==> config.mk <==
export PLATFORM = sky130hd
export DESIGN_NAME = lapt_ram
export DESIGN_NICKNAME = d
export VERILOG_FILES = /design/src/design/load_address_predictor_table_assert.svh /design/src/design/lapt_ram.sv
export SDC_FILE = /design/constraint.sdc
export NUM_CORES = 1
export LEC_CHECK = 0
export BUFFER_PORTS_ARGS = -buffer_cell sky130_fd_sc_hd__buf_2
export CAP_MARGIN = 20
export CORE_UTILIZATION = 40
export CTS_CLUSTER_DIAMETER = 120
export DETAILED_ROUTE_END_ITERATION = 10
export SLEW_MARGIN = 10
export SYNTH_ARGS = -nofsm -noshare
export SYNTH_HDL_FRONTEND = slang
export SYNTH_SLANG_ARGS = --single-unit
==> constraint.sdc <==
create_clock -name clk -period 5.2 [get_ports clk]
set_clock_uncertainty 0.1 [all_clocks]
set_input_delay 1.04 -clock clk [delete_from_list [all_inputs] [get_ports clk]]
set_output_delay 1.04 -clock clk [all_outputs]
set_load 0.02 [all_outputs]
==> src/design/load_address_predictor_table_assert.svh <==
// Assertion macros shared by the load address predictor RTL.
`ifndef LOAD_ADDRESS_PREDICTOR_TABLE_ASSERT_SVH
`define LOAD_ADDRESS_PREDICTOR_TABLE_ASSERT_SVH
`ifndef ASSERT_OFF
// Same-cycle implication.
`define LAPT_ASSERT_IMPLIES(label, clk, rst_n, ante, cons) \
    label: assert property (@(posedge clk) disable iff (!rst_n) (ante) |-> (cons)) \
        else $error("assertion failed");
// Next-cycle implication.
`define LAPT_ASSERT_NEXT(label, clk, rst_n, ante, cons) \
    label: assert property (@(posedge clk) disable iff (!rst_n) (ante) |=> (cons)) \
        else $error("assertion failed");
`else
`define LAPT_ASSERT_IMPLIES(label, clk, rst_n, ante, cons)
`define LAPT_ASSERT_NEXT(label, clk, rst_n, ante, cons)
`endif
`endif

==> src/design/lapt_ram.sv <==
// Generic single-port RAM with registered read data.
`default_nettype none
module lapt_ram #(
    parameter int WIDTH = 8,
    parameter int DEPTH = 16
) (
    input  wire logic                     clk,
    input  wire logic [$clog2(DEPTH)-1:0] addr,
    input  wire logic                     wr_en,
    input  wire logic [WIDTH-1:0]         wr_data,
    input  wire logic                     rd_en,
    output logic      [WIDTH-1:0]         rd_data
);
    logic [WIDTH-1:0] mem [DEPTH];

    always_ff @(posedge clk)
    begin
        if (wr_en)
        begin
            mem[addr] <= wr_data;
        end
        if (rd_en)
        begin
            rd_data <= mem[addr];
        end
    end
endmodule
`default_nettype wire

==> metrics.txt, run 1 <==
status finished, final reports clean; WL/cell about 23 um; Layout fillers ~990; Synth Cell Area a little over 5000 sq um; Reg2Reg Capture Point rd_data[7]; DIE AREA 13300 sq um; Worst-Margin Slew approximately 0.94 ns; Reg clk slew, reported paths 0.06 ns; post-synth net total ~250; core area between 10000 and 15000 sq um; post-route cell area a little over 6000 sq um; Vias between 2000 and 2500; pwr/cell area between 400 and 500 nW/um^2; Max FO, Critical Path 21; CTS buffer count 17; Final period util between 50 and 60%; list of most frequent post-synthesis cells edfxtp_1, mux4_2, a22oi_1; Peak VDD IR about 0.26 mV; highest-delay cell along the critical path nor2_1; setup_tns 0 ns; Final setup viols 0; ranking of synthesized cells by area edfxtp_1, mux4_2, a22oi_1; routed wire length about 10 mm; Die Span X about 120 um; CP peak stage delay 0.75 ns; # clock sinks between 100 and 150; P_leak slightly below 0.002 uW; clk_lat worst skew 0.41 ns; unrepaired setup endpoints after global routing no; CTS tree done; Total GRT Usage around 18%; crit-path cells buf_2 -> buf_4 -> nand2_1 -> nor2_1; met1 Usage GRT roughly 24%; CTS Hold Buffers Added 0; 1st-iter DRT viols about 340; met2 Track Usage GR 27.1%; Worst Path Arrival 3.00 ns; critical path required time 5.13 ns; Setup Fix Bufs, Post-CTS 0; sequential area share after synthesis between 70% and 80%; met3 GRT Util 4.34%; GR Overflow Total 0; dpl cell area ~5500 sq um; hold endpoint rd_data[2]; post-synth top area cell edfxtp_1; Die Ht about 120 um; CP Launch Type input pin; # rows between 40 and 50; number of global-route vias before repair approximately 2600; busiest layer in global routing met2; commonest register cell after synthesis edfxtp_1; Slew Limit Headroom 37.4%; gate count after technology mapping 230; IO Port Bufs 22; H-tree depth 4; CP Class input pin to flip-flop; Worst setup EP type flip-flop; maximum clock path buffer count 2; Multi-input gate area ~1000 sq um; Critical R2R Launch mem[4][7]; Min-Delay Path Class flip-flop to flip-flop; antenna violations before repair 0; Max-Cap Viols 0; layout cells sized above 1 around a third; register area ~4000 sq um; Hold Startpoint mem[12][2]; fraction of registers with async set/reset 0%; Post-Syn Area per Cell around 22 sq um; maximum clock frequency 0.326 GHz; Post-DP HPWL 6.25 mm; # diodes 0; max-slew violations 0; Final min period just over 3 ns; CTS Root Cell clkbuf_16; flop2flop setup slack about 3.6 ns; Antenna Nets Post-Route 0; Post-synth EDFFs about 140; Synth cell types 17; final core utilization 48.2%; Synth Register Bits between 100 and 150; Synth-to-Final Area Change 17.7%; via/cell ratio between 5 and 6; # DRC 0; Top Ports 23; Post-CTS Resized 0; nets 280; most frequent cell after synthesis edfxtp_1; first-pass GRT wire length approximately 16 mm; synth warn 0; largest net degree at the start of global routing 40; R2R depth 3; Synth top area share roughly 79%; final hold violations 0; worst hold path depth 3; Starting Density 41.0%; DR pass1 iterations 4; GP Congestion 0.724
-- placed cells by master, fill, tap and decap left out, drive strengths merged --
cell / netlist / routed
mux4: 32 / 32
nor3: 4 / 4
clkinvlp: 0 / 4
clkbuf: 3 / 18
nand3: 1 / 1
bufinv: 0 / 4
nand3b: 2 / 2
a22oi: 16 / 16
edfxtp: 136 / 136
nand2b: 2 / 2
buf: 8 / 27
nor2: 13 / 13
and2: 1 / 1
nand2: 9 / 9
clkinv: 0 / 6
nor2b: 2 / 2
or3b: 1 / 1
-- per-layer routing --
layer	part of all wire, %	vias up
li1	-	1039
met1	43	1264
met2	49	84
met3	6.3	8
met4	1.5	0
met5	0	-
-- sequential cells by signal (all words and copies together), names as in the netlist --
| signal | flops |
|---|---|
| mem | 128 |
| rd_data | 8 |
-- layout make-up --
class | instances | share of cell area, %
clock buffer | 18 | 7.08
clock inverter | 14 | 2.99
multi-input combinational | 83 | 16.6
sequential | 136 | 67.4
tap | 172 | 3.55
timing repair buffer | 27 | 2.44
-- kinds of logic (layout without fill, tap and decap cells) --
family                 count (synthesis)  after routing  share of synthesized area, %
DFF                                  136            136                          79.3
AOI/OAI and AO/OA                     16             16                          2.33
buffers and inverters                 11             59                          1.17
muxes                                 32             32                          14.0
and+or+nand+nor                       35             35                          3.16
-- per-stage QoR --
stage / instances / setup WS [ns] / total power (uW) / hold slack (ns)
final: 450 / 2.13 / 2590 / 0.679
after detailed placement: 418 / 1.62 / 1380 / 0.671
after global routing: 450 / 1.91 / 2660 / 0.705
after CTS: 450 / 2.08 / 2600 / 0.679
after floorplan: 230 / 2.57 / 1330 / 0.610
after global placement: 418 / 1.71 / 1380 / 0.649
-- worst max-delay path by stage --
stage,start,to,slack (ns),cells past startpoint
after floorplan,addr[2],mem[0][0],2.57,2
after global placement,addr[0],mem[3][1],1.71,4
after detailed placement,addr[0],mem[3][1],1.62,4
after CTS,addr[0],mem[3][5],2.08,4
after global routing,addr[0],mem[3][2],1.91,4
final,addr[0],mem[3][5],2.13,4
-- critical path, delay by kind of cell --
| kind | cells | cell delay, ns |
|---|---|---|
| and+or+nand+nor | 2 | 0.92 |
| buffers and inverters | 2 | 1.02 |
-- power by group --
part	switching (uW)	internal, uW	total [uW]
clock	431	796	1230
combinational	74.4	43.8	118
sequential	6.34	1240	1240
Power figures use the tool's default switching activity.
==> inputs of run 2 (changes only) <==
- clock period: 5.2 -> 2.8 ns (I/O delays scaled with it)
==> metrics.txt, run 2 (synthesis results as in run 1) <==
Setup Fix Bufs, Post-CTS 0; Worst Path Arrival around 1.9 ns; commonest non-fill, non-tap cell in the layout edfxtp_1; antenna violations before repair 0; Final period util a little over two thirds; Die Span X 115 um; Worst setup EP type flip-flop; 1st-iter DRT viols 159; CP Launch Type input pin; switching power just under 1000 uW; status finished, final reports clean; dpl cell area ~5600 sq um; final hold violations 0; register area roughly 4000 sq um; max-slew violations 0; Worst-Margin Slew slightly above 0.8 ns; Antenna Nets Post-Route 0; number of global-route vias before repair 2531; Vias approximately 2300; maximum clock path buffer count 2; most frequent cells in the layout edfxtp_1, mux4_2, buf_2; Max FO, Critical Path 8; largest registers mem (128), rd_data (8); Die Ht 115 um; CP peak stage delay 0.65 ns; DIE AREA 13300 sq um; CTS buffer count 17; Design Power 4750 uW; # rows 41; setup_tns 0 ns; Starting Density roughly two fifths; Min-Delay Path Class input pin to flip-flop; crit-path cells buf_2 -> or3b_2 -> nor2_1; first-pass GRT wire length approximately 14 mm; Sequential Power Share between 40% and 50%; Finished Layout Cells ~460; Max-Cap Viols 0; maximum clock frequency between 0.5 and 0.6 GHz; Reg clk slew, reported paths roughly 0.060 ns; routed wire length between 8 and 9 mm; WL/cell just under 20 um; internal power approximately 3800 uW; layout cells sized above 1 between 30% and 40%; P_leak around 0.002 uW; CTS Hold Buffers Added 0; Most flops, register mem; via/cell ratio between 5 and 6; # diodes 0; unrepaired setup endpoints after global routing no; clock power share between 40% and 50%; # DRC 0; Slew Limit Headroom a little under half; Final setup viols 0; pwr/cell area 771 nW/um^2; Final min period between 1.5 and 2 ns; # clock sinks between 100 and 150; Multi-input gate area between 1000 and 1500 sq um; largest net degree at the start of global routing 24; Synth-to-Final Area Change 19.6%; Total GRT Usage 15.5%; GP Congestion 0.742; core area 12600 sq um; post-route cell area approximately 6200 sq um; sw frac between 20% and 30%; clk_lat worst skew 0.40 ns; nets approximately 290; highest-delay cell along the critical path nor2_1; Post-DP HPWL 6.00 mm; Peak VDD IR slightly above 0.4 mV; Post-CTS Resized 0; CTS tree done; Largest register FFs around 130; DP Cell Count 430; DR pass1 iterations 5; critical path required time roughly 2.7 ns; H-tree depth 4; combinational share of power 4.5%; Top Ports 23; CTS Root Cell clkbuf_16; CP Class input pin to flip-flop; GR Overflow Total 0; Layout fillers between 1000 and 1500; IO Port Bufs 22
run 2: final cells by class:
cell class                 instances  area share (%)
sequential                       136            66.4
multi-input combinational         83            16.3
clock buffer                      17            6.91
timing repair buffer              39            4.07
tap                              172            3.50
clock inverter                    15            2.87
run 2: critical path, delay by kind of cell:
kind | cells | cell delay, ns
AND/OR/NAND/NOR | 2 | 1.17
buffers and inverters | 1 | 0.14
run 2: worst paths after layout:
check	startpoint	end	cells past startpoint	slack, ns
setup / recovery	addr[2]	mem[1][5]	3	0.85
hold / removal	rd_en	rd_data[2]	1	0.39
setup reg to reg	mem[3][6]	rd_data[6]	3	1.20
hold reg to reg	mem[12][3]	rd_data[3]	3	0.65
run 2: through the flow:
stage	hold slack (ns)	utilization, %	setup slack, ns
after CTS	0.383	49.0	0.841
after global routing	0.393	49.0	0.756
final	0.394	49.0	0.854
after floorplan	0.559	-	0.647
after detailed placement	0.644	44.2	0.383
after global placement	0.641	44.2	0.421
run 2: power groups by stage:
stage / registers, uW / clock network, uW / logic [uW]
after floorplan: 2360 / 0 / 117
after global placement: 2350 / 0 / 215
after detailed placement: 2350 / 0 / 218
after CTS: 2300 / 2270 / 219
after global routing: 2310 / 2340 / 236
final: 2300 / 2230 / 214
run 2: per-layer routing:
| metal | vias up | track usage, % | wire, um | part of all wire, % |
|---|---|---|---|---|
| met5 | - | 0 | 0 | 0 |
| met3 | 2 | 4.39 | 396 | 4.4 |
| met4 | 0 | 6.23 | 55 | 0.61 |
| li1 | 1067 | - | - | - |
| met2 | 56 | 24.8 | 4490 | 50 |
| met1 | 1206 | 20.3 | 4010 | 45 |
